===== config.mk =====
export PLATFORM = sky130hd
export DESIGN_NAME = rainbow_color_map
export DESIGN_NICKNAME = d
export VERILOG_FILES = /design/src/hw/rtl/rcm_pkg.sv /design/src/hw/rtl/rainbow_color_map.sv
export SDC_FILE = /design/constraint.sdc
export NUM_CORES = 1
export LEC_CHECK = 0
export BUFFER_PORTS_ARGS = -buffer_cell sky130_fd_sc_hd__buf_2
export CORE_UTILIZATION = 58
export DETAILED_ROUTE_END_ITERATION = 10
export GPL_TIMING_DRIVEN = 0
export PLACE_DENSITY_LB_ADDON = 0.12
export REMOVE_ABC_BUFFERS = 1
export SLEW_MARGIN = 20
export SYNTH_ARGS = -nofsm -noshare
export SYNTH_HDL_FRONTEND = slang
export SYNTH_SLANG_ARGS = --single-unit

===== constraint.sdc =====
create_clock -name clk_i -period 12.7 [get_ports clk_i]
set_input_delay 0.635 -clock clk_i [delete_from_list [all_inputs] [get_ports clk_i]]
set_output_delay 0.635 -clock clk_i [all_outputs]
set_load 0.01 [all_outputs]

===== src/hw/rtl/rcm_pkg.sv =====
// Shared types and constants for the rainbow color map.
// Holds the pipeline stage layout, color constants and the ramp slope table.
// No dependencies.
`default_nettype none

package rcm_pkg;

  // Where a sample falls relative to the configured range.
  typedef enum logic [1:0] {
    CLS_RAMP,
    CLS_BELOW,
    CLS_ABOVE
  } cls_e;

  // Configuration register indexes.
  localparam int unsigned CfgIdxBits = 2;
  localparam logic [CfgIdxBits-1:0] REG_RANGE_LOW  = 2'd0;
  localparam logic [CfgIdxBits-1:0] REG_RANGE_HIGH = 2'd1;

  // Pipeline layout: front end, segment bits, multiply, ramp quotient bits, output.
  localparam int unsigned KBits      = 3;
  localparam int unsigned QBits      = 8;
  localparam int unsigned StKFirst   = 1;
  localparam int unsigned StMul      = StKFirst + KBits;
  localparam int unsigned StDivFirst = StMul + 1;
  localparam int unsigned StOut      = StDivFirst + QBits;
  localparam int unsigned NumStages  = StOut + 1;

  // Color constants.
  localparam logic [7:0] LEVEL_MAX    = 8'd255;
  localparam logic [7:0] LEVEL_ZERO   = 8'd0;
  localparam logic [7:0] LEVEL_VIOLET = 8'd150;
  localparam logic [7:0] LEVEL_ORANGE = 8'd152;

  // Segment codes.
  localparam logic [KBits-1:0] SEG_RED_ORANGE    = 3'd0;
  localparam logic [KBits-1:0] SEG_ORANGE_YELLOW = 3'd1;
  localparam logic [KBits-1:0] SEG_YELLOW_GREEN  = 3'd2;
  localparam logic [KBits-1:0] SEG_GREEN_CYAN    = 3'd3;
  localparam logic [KBits-1:0] SEG_CYAN_BLUE     = 3'd4;
  localparam logic [KBits-1:0] SEG_BLUE_VIOLET   = 3'd5;

  // Slope of the ramping channel in each segment.
  function automatic logic [7:0] slope_of(logic [KBits-1:0] seg);
    logic [7:0] slope;
    unique case (seg)
      SEG_RED_ORANGE:    slope = 8'd152;
      SEG_ORANGE_YELLOW: slope = 8'd102;
      SEG_YELLOW_GREEN:  slope = 8'd255;
      SEG_GREEN_CYAN:    slope = 8'd255;
      SEG_CYAN_BLUE:     slope = 8'd255;
      default:           slope = 8'd150;
    endcase
    return slope;
  endfunction

endpackage

`default_nettype wire


===== src/hw/rtl/rainbow_color_map.sv =====
// Rainbow color map: scalar sample in, 8-bit RGB color out.
// Depends on rcm_pkg for the stage layout, color constants and slope table.
`default_nettype none

// The block maps each unsigned sample onto a rainbow running red, orange,
// yellow, green, cyan, blue and violet between range_low and range_high.
// Samples below range_low come out pure red, samples at or above range_high
// come out violet, which also covers an empty or inverted range. It is a
// fourteen-stage pipeline that takes one sample per clock, provided the
// output is not stalled. The stage count is set by the two dividers: three
// restoring stages find the segment (the bits of 6d/r) and eight more find
// the ramp quotient slope*e/r, one quotient bit per stage with one compare
// and subtract each; a multiply stage and the front and output stages
// complete it. A stall on the output freezes the whole pipeline, so no
// transfer is lost or repeated, and the input is stalled only while a
// finished color waits at the output. Configuration writes take effect at
// once and must be made while the pipeline is empty.
module rainbow_color_map #(
  parameter int unsigned VALUE_BITS = 16
) (
  input  wire logic                           clk_i,
  input  wire logic                           rst_ni,
  input  wire logic                           cfg_we_i,
  input  wire logic [rcm_pkg::CfgIdxBits-1:0] cfg_index_i,
  input  wire logic [VALUE_BITS-1:0]          cfg_wdata_i,
  input  wire logic                           in_valid_i,
  output logic                                in_stall_o,
  input  wire logic [VALUE_BITS-1:0]          sample_value_i,
  output logic                                out_valid_o,
  input  wire logic                           out_stall_i,
  output logic [7:0]                          red_level_o,
  output logic [7:0]                          green_level_o,
  output logic [7:0]                          blue_level_o
);
  import rcm_pkg::*;

  // Remainder width: holds 6d and the product slope*e.
  localparam int unsigned RW = VALUE_BITS + 8;

  logic [VALUE_BITS-1:0] range_low_q, range_high_q;
  logic [VALUE_BITS-1:0] range_w;

  logic              valid_q [NumStages];
  cls_e              cls_q   [StOut];
  cls_e              cls_d   [StOut];
  logic [RW-1:0]     rem_q   [StOut];
  logic [RW-1:0]     rem_d   [StOut];
  logic [KBits-1:0]  k_q     [StOut];
  logic [KBits-1:0]  k_d     [StOut];
  logic [QBits-1:0]  quo_q   [StOut];
  logic [QBits-1:0]  quo_d   [StOut];

  logic [7:0] red_q, green_q, blue_q;
  logic [7:0] red_d, green_d, blue_d;

  logic advance;

  // The whole pipeline moves unless a finished color is held at the output.
  assign advance    = !(valid_q[StOut] && out_stall_i);
  assign in_stall_o = !advance;
  assign range_w    = range_high_q - range_low_q;

  // Configuration registers.
  always_ff @(posedge clk_i or negedge rst_ni) begin
    if (!rst_ni) begin
      range_low_q  <= '0;
      range_high_q <= '1;
    end else if (cfg_we_i) begin
      unique case (cfg_index_i)
        REG_RANGE_LOW:  range_low_q  <= cfg_wdata_i;
        REG_RANGE_HIGH: range_high_q <= cfg_wdata_i;
        default: ;
      endcase
    end
  end

  // Stage logic. Past the front end, each stage uses the stage before; the divider stages also use r.
  always_comb begin
    logic [VALUE_BITS-1:0] d;
    logic [RW-1:0]         divisor;
    logic [RW-1:0]         e_ext;
    logic [RW-1:0]         slope_ext;

    // Front end: classify the sample and form 6d.
    d = sample_value_i - range_low_q;
    if (sample_value_i < range_low_q) begin
      cls_d[0] = CLS_BELOW;
    end else if (sample_value_i >= range_high_q) begin
      cls_d[0] = CLS_ABOVE;
    end else begin
      cls_d[0] = CLS_RAMP;
    end
    rem_d[0] = (RW'(d) << 2) + (RW'(d) << 1);
    k_d[0]   = '0;
    quo_d[0] = '0;

    divisor   = '0;
    e_ext     = '0;
    slope_ext = '0;

    for (int unsigned i = 1; i < StOut; i++) begin
      cls_d[i] = cls_q[i-1];
      rem_d[i] = rem_q[i-1];
      k_d[i]   = k_q[i-1];
      quo_d[i] = quo_q[i-1];
      if (i < StMul) begin
        // Segment bits, most significant first: compare against r shifted.
        divisor = RW'(range_w) << (StMul - 1 - i);
        if (rem_q[i-1] >= divisor) begin
          rem_d[i] = rem_q[i-1] - divisor;
          k_d[i][StMul-1-i] = 1'b1;
        end
      end else if (i == StMul) begin
        // The remainder is now e, below r; scale it by the segment slope.
        e_ext     = {8'b0, rem_q[i-1][VALUE_BITS-1:0]};
        slope_ext = {{VALUE_BITS{1'b0}}, slope_of(k_q[i-1])};
        rem_d[i]  = e_ext * slope_ext;
      end else begin
        // Ramp quotient bits, most significant first.
        divisor = RW'(range_w) << (StOut - 1 - i);
        if (rem_q[i-1] >= divisor) begin
          rem_d[i] = rem_q[i-1] - divisor;
          quo_d[i][StOut-1-i] = 1'b1;
        end
      end
    end
  end

  // Output stage: pick the channel levels for the class and, in the ramp, the segment.
  always_comb begin
    red_d   = LEVEL_ZERO;
    green_d = LEVEL_ZERO;
    blue_d  = LEVEL_ZERO;
    case (cls_q[StOut-1])
      CLS_BELOW: begin
        red_d = LEVEL_MAX;
      end
      CLS_ABOVE: begin
        red_d  = LEVEL_VIOLET;
        blue_d = LEVEL_MAX;
      end
      default: begin
        case (k_q[StOut-1])
          SEG_RED_ORANGE: begin
            red_d   = LEVEL_MAX;
            green_d = quo_q[StOut-1];
          end
          SEG_ORANGE_YELLOW: begin
            red_d   = LEVEL_MAX;
            green_d = LEVEL_ORANGE + quo_q[StOut-1];
          end
          SEG_YELLOW_GREEN: begin
            red_d   = LEVEL_MAX - quo_q[StOut-1];
            green_d = LEVEL_MAX;
          end
          SEG_GREEN_CYAN: begin
            green_d = LEVEL_MAX;
            blue_d  = quo_q[StOut-1];
          end
          SEG_CYAN_BLUE: begin
            green_d = LEVEL_MAX - quo_q[StOut-1];
            blue_d  = LEVEL_MAX;
          end
          default: begin
            red_d  = quo_q[StOut-1];
            blue_d = LEVEL_MAX;
          end
        endcase
      end
    endcase
  end

  // Valid bits travel with the data.
  always_ff @(posedge clk_i or negedge rst_ni) begin
    if (!rst_ni) begin
      for (int unsigned i = 0; i < NumStages; i++) begin
        valid_q[i] <= 1'b0;
      end
    end else if (advance) begin
      valid_q[0] <= in_valid_i;
      for (int unsigned i = 1; i < NumStages; i++) begin
        valid_q[i] <= valid_q[i-1];
      end
    end
  end

  // Payload registers.
  always_ff @(posedge clk_i) begin
    if (advance) begin
      for (int unsigned i = 0; i < StOut; i++) begin
        cls_q[i] <= cls_d[i];
        rem_q[i] <= rem_d[i];
        k_q[i]   <= k_d[i];
        quo_q[i] <= quo_d[i];
      end
      red_q   <= red_d;
      green_q <= green_d;
      blue_q  <= blue_d;
    end
  end

  assign out_valid_o   = valid_q[StOut];
  assign red_level_o   = red_q;
  assign green_level_o = green_q;
  assign blue_level_o  = blue_q;

endmodule

`default_nettype wire


# After elaboration in Yosys (flattened, before gate mapping)
# Memory sizes are Yosys's and may differ from the RTL's.
# Cells that the tools add are included.
# Widths: inputs -> output; s select.
totals:
  regBits: 70
  ram_bits: 481
  in_bits: 39
  out_inout_bits: 26
  elab_cells: 107
  n_memories: 4
op_classes:
  addsub: 16
  mul: 1
  n_lt_le_gt_ge: 13
  n_eq_ne: 11
  muxes: 31
  n_reduce_logical: 12
memory_table:
  columns: ["name", "depth", "word_bits", "rd", "rd_clocked_by_memory_dff", "wr", "line_no", "rtl"]
  rows:
  - ["rem_q", 13, 24, 12, 0, 13, "rainbow_color_map.sv:46", "logic [RW-1:0] rem_q [StOut];"]
  - ["quo_q", 13, 8, 13, 0, 13, "rainbow_color_map.sv:50", "logic [QBits-1:0] quo_q [StOut];"]
  - ["k_q", 13, 3, 13, 0, 13, "rainbow_color_map.sv:48", "logic [KBits-1:0] k_q [StOut];"]
  - ["cls_q", 13, 2, 13, 0, 13, "rainbow_color_map.sv:44", "cls_e cls_q [StOut];"]
op_table:
  columns: ["op", "n"]
  rows:
  - ["$mux 24", 11]
  - ["$ge 24x16->1", 2]
  - ["$ge 24x17->1", 2]
  - ["$ge 24x18->1", 2]
  - ["$pmux 8 s2", 3]
  - ["$pmux 8 s3", 2]
  - ["$sub 24x16->24", 2]
  - ["$sub 24x17->24", 2]
  - ["$sub 24x18->24", 2]
  - ["$pmux 8 s4", 1]
  - ["$sub 16x16->16", 2]
  - ["$ge 24x19->1", 1]
  - ["$ge 24x20->1", 1]
  - ["$ge 24x21->1", 1]
  - ["$ge 24x22->1", 1]
  - ["$ge 24x23->1", 1]
  - ["$mul 16x8->24", 1]
  - ["$sub 24x19->24", 1]
  - ["$sub 24x20->24", 1]
  - ["$sub 24x21->24", 1]
  - ["$sub 24x22->24", 1]
  - ["$sub 24x23->24", 1]
  - ["$add 18x17->19", 1]
  - ["$ge 16x16->1", 1]
  - ["other kinds (16)", 40]

# Depth between registers and ports, before layout
# Gate-level depths: netlist of run 1.
# An unclocked memory read counts as a cell.
depth:
  depth_word: 5
  ltp_mapped: 22
  ltp_nobuf: 22

# Worst setup path after synthesis of run 1
# Ideal clock, no wire load.
synth_path:
  path_kind: "input-to-output"
  startpoint: "input out_stall_i"
  endpoint: "output in_stall_o"
  t_arrival_ns: 12.738
  required_ns: 12.065
  setup_slack_ns: -0.673
  stages: 3
  n_path_buf: 1
  cell_sequence: "nand2_1 -> clkbuf_1 -> inv_1"
synth_via:
  elab_chain_cells: 1
synth_rtl:
  columns: ["element", "line_no", "rtl"]
  rows:
  - ["start: declaration", "rainbow_color_map.sv:30", "input wire logic out_stall_i,"]
  - ["$logic_and 1x1->1", "rainbow_color_map.sv:59", "assign advance = !(valid_q[StOut] && out_stall_i);"]
  - ["end: declaration", "rainbow_color_map.sv:27", "output logic in_stall_o,"]
# No other way between the ends.

==> qor.csv, run 1 <==
metric;value;unit
vias;23000;
syn_avg_cell_area;10.4;um2
row_count;84;
routed_via_density;6.03;
fmax;143;MHz
ant_nets;0;
core;53100;um2
max-slew-margin-rel;28.3;%
hold_path.class;in2async;
rsz0062_at_grt;no;
drc;0;
grt_max_degree;61;
cts_tree;yes;
setup_viol;0;
hold_violations;0;
final_max_slew_viol_count;0;
wl_per_cell;18.4;um
drtIter0Drc;1489;
die_y;235;um
area_delta_synth_final;10.2;%
cts_root_buf;clkbuf_16;
fin_crit_sh;54.9;%
hold_buffers;0;
ioPinCount;65;
layout.nets;3498;
cts_made_buffers;49;
fin_skew;14.1;ps
die_area;55100;um2
worstPathRequired;12980;ps
postCtsSetupRepairBufs;0;
post-route-min-period;6970;ps
initial_core_util;59.2;%
synth_edf_count;391;
drtPass1Iterations;6;
gr-total-overflow;0;
async_reset_ff_share;10.5;%
yosysWarnings;0;
worstSetupStartpointType;flip-flop;
synth_top_flop_cell;edfxtp_1;
grt_usage;25.5;%
drive_gt1_share;9.81;%
die_w;235;um
htreeDepth;2;
gp_congestion;0.918;
drt-total-wl;70.1;mm
endpoint_kind;flip-flop;
tns;0;ps
grt_first_pass_wirelength;114;mm
yosysSeqAreaShare;41.1;%
nFillCells;4120;
netlist_area;31400;um2
cts_sinks;437;
synth.distinct_cells;94;
grt_pass1_vias;22400;
status;finished, final reports clean;
arrival;7250;ps
io_buffers;64;
insertedDiodeCount;0;
dp_hpwl;53.0;mm
worst-setup-path-type;reg2reg;
cts_resized;0;
critPathMaxFanout;23;
syn_inst;3013;
worst_slew_pin_slew;1080;ps
synth_seq_cells;437;
grt_antenna_before_repair;2;
cap_violations;0;
insertion_delay;590;ps
path_clk_slew;60;ps
cts_buffer_depth;3;
-- per-layer routing --
metal | global-route usage [%] | routed length (um) | up-vias
li1 | - | - | 11200
met1 | 33.9 | 31200 | 11000
met2 | 43.1 | 33200 | 594
met3 | 2.94 | 3240 | 159
met4 | 9.33 | 2420 | 0
met5 | 0 | 0 | -
-- final timing paths --
check                                     start               to  slack, ps  cells after the start
worst max-delay path                 k_q[0][11]     rem_q[1][23]       5730                     17
worst min-delay path                     rst_ni  range_low_q[14]         50                      1
worst max register to register       k_q[0][11]     rem_q[1][23]       5730                     17
worst min register to register      cls_q[1][2]      cls_q[1][4]        420                      0
max in group asynchronous                rst_ni      valid_q[10]      12250                      1
min in group clk_i              cfg_wdata_i[14]  range_low_q[14]        270                      3
-- cell usage in the layout (no fill, tap or decap), types with 11 or more instances in the layout --
cell / netlist / routed
a211o_1: 11 / 11
a211oi_1: 27 / 27
a21boi_0: 11 / 11
a21o_1: 105 / 105
a21oi_1: 234 / 233
a31oi_1: 30 / 30
and2_1: 56 / 56
and3_1: 17 / 17
buf_2: 18 / 66
clkbuf_16: 0 / 51
clkinv_1: 0 / 11
dfrtp_1: 30 / 30
dfstp_2: 16 / 16
edfxtp_1: 391 / 391
fa_1: 91 / 91
ha_1: 290 / 290
inv_1: 241 / 241
mux2_2: 69 / 69
nand2_1: 223 / 222
nand2b_1: 41 / 41
nand3_1: 45 / 44
nand4_1: 25 / 25
nor2_1: 202 / 202
nor2b_1: 32 / 32
nor3_1: 45 / 45
nor4_1: 19 / 19
o211ai_1: 12 / 12
o21a_1: 42 / 42
o21ai_0: 166 / 166
o21ai_1: 12 / 11
o21bai_1: 23 / 23
o22ai_1: 11 / 11
o31ai_1: 14 / 14
or3_1: 15 / 15
xnor2_1: 130 / 126
xor2_1: 81 / 75
-- kinds of logic after synthesis --
group,after synthesis,share of synthesized area [%]
buffers and inverters,318,4.00
and+or+nand+nor,784,12.3
muxes,87,3.08
xor gates and xnor gates,211,5.88
adders and majority gates,384,17.4
AOI/OAI and AO/OA,792,16.2
DFF,437,41.1
-- layout make-up --
class | count | area (um2) | area share (%)
multi-input combinational | 2258 | 17500 | 50.4
timing repair buffer | 88 | 737 | 2.13
clock buffer | 56 | 1290 | 3.74
inverter | 244 | 916 | 2.64
sequential | 437 | 12900 | 37.3
tap | 688 | 861 | 2.49
clock inverter | 36 | 449 | 1.30
-- registers in the layout, indices dropped and copies added (netlist names), 13 cells and up --
register,cells
range_low_q,16
cls_q,26
valid_q,13
k_q,33
rem_q,272
quo_q,36
range_high_q,16
-- Yosys cell counts (all sizes together) (9+ instances only) --
library cell | n | area, um2
edfxtp | 391 | 11700
ha | 290 | 3630
inv | 244 | 916
a21oi | 236 | 1200
nand2 | 223 | 837
nor2 | 202 | 758
o21ai | 178 | 891
xnor2 | 130 | 1140
a21o | 105 | 788
fa | 91 | 1820
xor2 | 81 | 709
mux2 | 79 | 890
and2 | 56 | 350
clkbuf | 49 | 186
nor3 | 46 | 235
nand3 | 45 | 225
o21a | 42 | 315
nand2b | 41 | 257
nor2b | 32 | 200
a31oi | 30 | 188
dfrtp | 30 | 751
a211oi | 27 | 203
nand4 | 26 | 169
buf | 25 | 154
o21bai | 23 | 173
nor4 | 20 | 131
and3 | 17 | 106
dfstp | 16 | 420
or3 | 15 | 93.8
o31ai | 14 | 105
o211ai | 12 | 90.1
a211o | 11 | 96.3
a21boi | 11 | 82.6
nor4b | 11 | 109
o22ai | 11 | 68.8
or2 | 11 | 68.8
a2111oi | 9 | 85.1
a221oi | 9 | 103
o31a | 9 | 80.1
-- critical path, cell delays in order (launching register included) --
cell	delay (ps)
edfxtp_1	520
nor2_1	100
nand2_1	600
nand2b_1	520
and2_1	370
fa_1	510
fa_1	520
fa_1	560
inv_1	60
fa_1	530
inv_1	40
ha_1	350
a21oi_1	130
o21ai_0	180
o41a_1	480
a31o_2	330
and4_1	210
a211oi_1	630
-- stage by stage --
step	cells	hold slack (ps)	worst slack [ps]	cell area [um2]	utilization, %
6_report	3807	47.8	5730	34600	65.3
5_1_grt	3807	83.5	5460	34600	65.3
4_1_cts	3807	224	5850	34600	65.2
3_5_place_dp	3715	405	5870	32900	62.0
3_3_place_gp	3691	400	-1220	32300	60.8
2_1_floorplan	2939	339	1990	31100	-
Power of run 1 is left out: the tool's default activity adds up to more than one toggle a clock period on the data nets, which glitch-free logic cannot reach.
==> run 2: changes to the inputs <==
- clock period: 12.7 -> 5.7 ns (I/O delays scaled with it)
==> run 2 against run 1 <==
  * Critical path depth up 3
  * Register-to-register slack lost 5600 ps
  * First-iteration DRC count fell by 3.4%
  * Critical endpoint unchanged
  * Sequential share of layout area is 0.89 points lower
==> qor.csv, run 2 (synthesis results as in run 1) <==
metric;value;unit;change
insertion_delay;590;ps;about the same
cts_tree;yes;;
htreeDepth;2;;unchanged
drive_gt1_share;12.4;%;+2.6 points
ant_nets;0;;unchanged
startpoint;k_q[0][10];;
worst_slew_pin_slew;1070;ps;-7.19 ps
arrival;5950;ps;-1300 ps
max-slew-margin-rel;28.7;%;+0.48 points
fmax;179;MHz;+25%
crit_end;rem_q[1][23];;
io_buffers;64;;unchanged
drc;0;;unchanged
row_count;84;;unchanged
area_delta_synth_final;12.9;%;
die_area;55100;um2;unchanged
dp_cells;3715;;unchanged
endpoint_kind;flip-flop;;
reg_top3;rem_q: 272 flops, quo_q: 36 flops, k_q: 33 flops;;
grt_max_degree;61;;unchanged
layout.cells.non_filler;3870;;+1.7%
grt_pass1_vias;22700;;+1.3%
drtIter0Drc;1438;;-3.4%
reg2reg_slack;120;ps;-5610 ps
fin_skew;12.9;ps;-1.16 ps
holdWs;41.9;ps;-5.88 ps
gr-total-overflow;0;;unchanged
routed_via_density;6.03;;about the same
grt_antenna_before_repair;2;;unchanged
dp_hpwl;53.0;mm;unchanged
worstPathRequired;6070;ps;-6910 ps
largest_reg_flops;272;;unchanged
initial_core_util;59.2;%;unchanged
final_common_cell;edfxtp_1;;
cts_buffer_depth;3;;unchanged
path_clk_slew;60;ps;about the same
vias;23300;;+1.6%
final_cell_mix;edfxtp_1 (391), ha_1 (284), inv_1 (238);;
gp_congestion;0.918;;unchanged
cts_made_buffers;49;;unchanged
grt_usage;25.9;%;+0.43 points
status;finished, final reports clean;;
post-route-min-period;5580;ps;-1390 ps
reg2reg_to;rem_q[1][23];;
cts_root_buf;clkbuf_16;;
core;53100;um2;unchanged
r2r-start;k_q[0][10];;
worstSetupStartpointType;flip-flop;;
critPathMaxFanout;10;;-57%
ioPinCount;65;;unchanged
cap_violations;0;;unchanged
reg2reg_depth;20;;+3
fin_crit_sh;97.9;%;+43 points
drtPass1Iterations;7;;+1
final_max_slew_viol_count;0;;unchanged
setup_viol;0;;unchanged
wl_per_cell;18.7;um;+1.5%
die_w;235;um;unchanged
die_y;235;um;unchanged
worst-setup-path-type;reg2reg;;
cts_sinks;437;;unchanged
grt_first_pass_wirelength;116;mm;+1.6%
insertedDiodeCount;0;;unchanged
layout.nets;3561;;+1.8%
drt-total-wl;72.4;mm;+3.2%
largest-register;rem_q;;
hold_violations;0;;unchanged
hold_path.class;in2reg;;
run 2: changes by cell type in the layout (fill, tap and decap cells not counted), moves of 6 or more:
cell / delta
buf_4: +33
dlygate4sd3_1: +18
and2_1: -6
and2_4: +6
ha_1: -6
run 2: layer usage:
| metal | GRT usage, % | part of all wire, % | vias to the layer above |
|---|---|---|---|
| met1 | 34.3 | 44 | 11200 |
| li1 | - | - | 11300 |
| met5 | 0 | 0 | - |
| met4 | 9.85 | 3.5 | 0 |
| met2 | 43.8 | 48 | 642 |
| met3 | 3.11 | 4.9 | 166 |
run 2: what timing repair did:
item / in CTS / in global routing
gates resized for setup: 26 / 46
cloned: 2 / 2
buffers inserted: 23 / 18
hold buffers: 18 / 0
pin swaps: 5 / 22
hold endpoints to repair: 63 / 0
endpoints found under the setup margin: 114 / 97
run 2: how the worst min path moves through the flow:
stage	from	to	slack [ps]	cells after the start
after floorplan	rst_ni	out_valid_o	-10	0
after CTS	cfg_index_i[1]	range_low_q[2]	6	3
after global routing	cfg_index_i[1]	range_low_q[2]	50	3
after global placement	k_q[0][16]	k_q[0][19]	400	0
final	cfg_index_i[1]	range_low_q[2]	40	3
after detailed placement	cls_q[0][15]	cls_q[1][1]	400	0
run 2: layout make-up:
cell class / count / area, um2
clock inverter: 36 / 449
timing repair buffer: 147 / 1280
inverter: 244 / 918
fill: 4022 / 17600
tap: 688 / 861
clock buffer: 56 / 1290
multi-input combinational: 2262 / 17800
sequential: 437 / 12900
run 2: critical path, stage by stage, from the launching register on:
cell and delay [ps]:
edfxtp_1 380, buf_6 160, buf_6 110, or3_4 390
buf_12 160, buf_4 120, nand2_1 100, inv_1 60
fa_1 490, fa_1 440, fa_1 550, inv_1 60
fa_1 590, inv_1 90, ha_4 260, o21a_1 100
o31a_1 120, o41a_1 380, a31o_4 280, and4_4 200
a211oi_4 320
run 2: stage by stage:
stage                     util (%)  setup TNS [ps]  setup slack (ps)  instance area [um2]
after floorplan                  -        -1727300             -4510                31100
after global placement        60.8        -4334680             -7870                32300
after detailed placement      62.0          -22560             -1130                32900
after CTS                     66.2           -48.8             -48.8                35100
after global routing          66.8            -337             -77.3                35500
final                         66.8               0               120                35500
Power of run 2 is left out for the same reason.
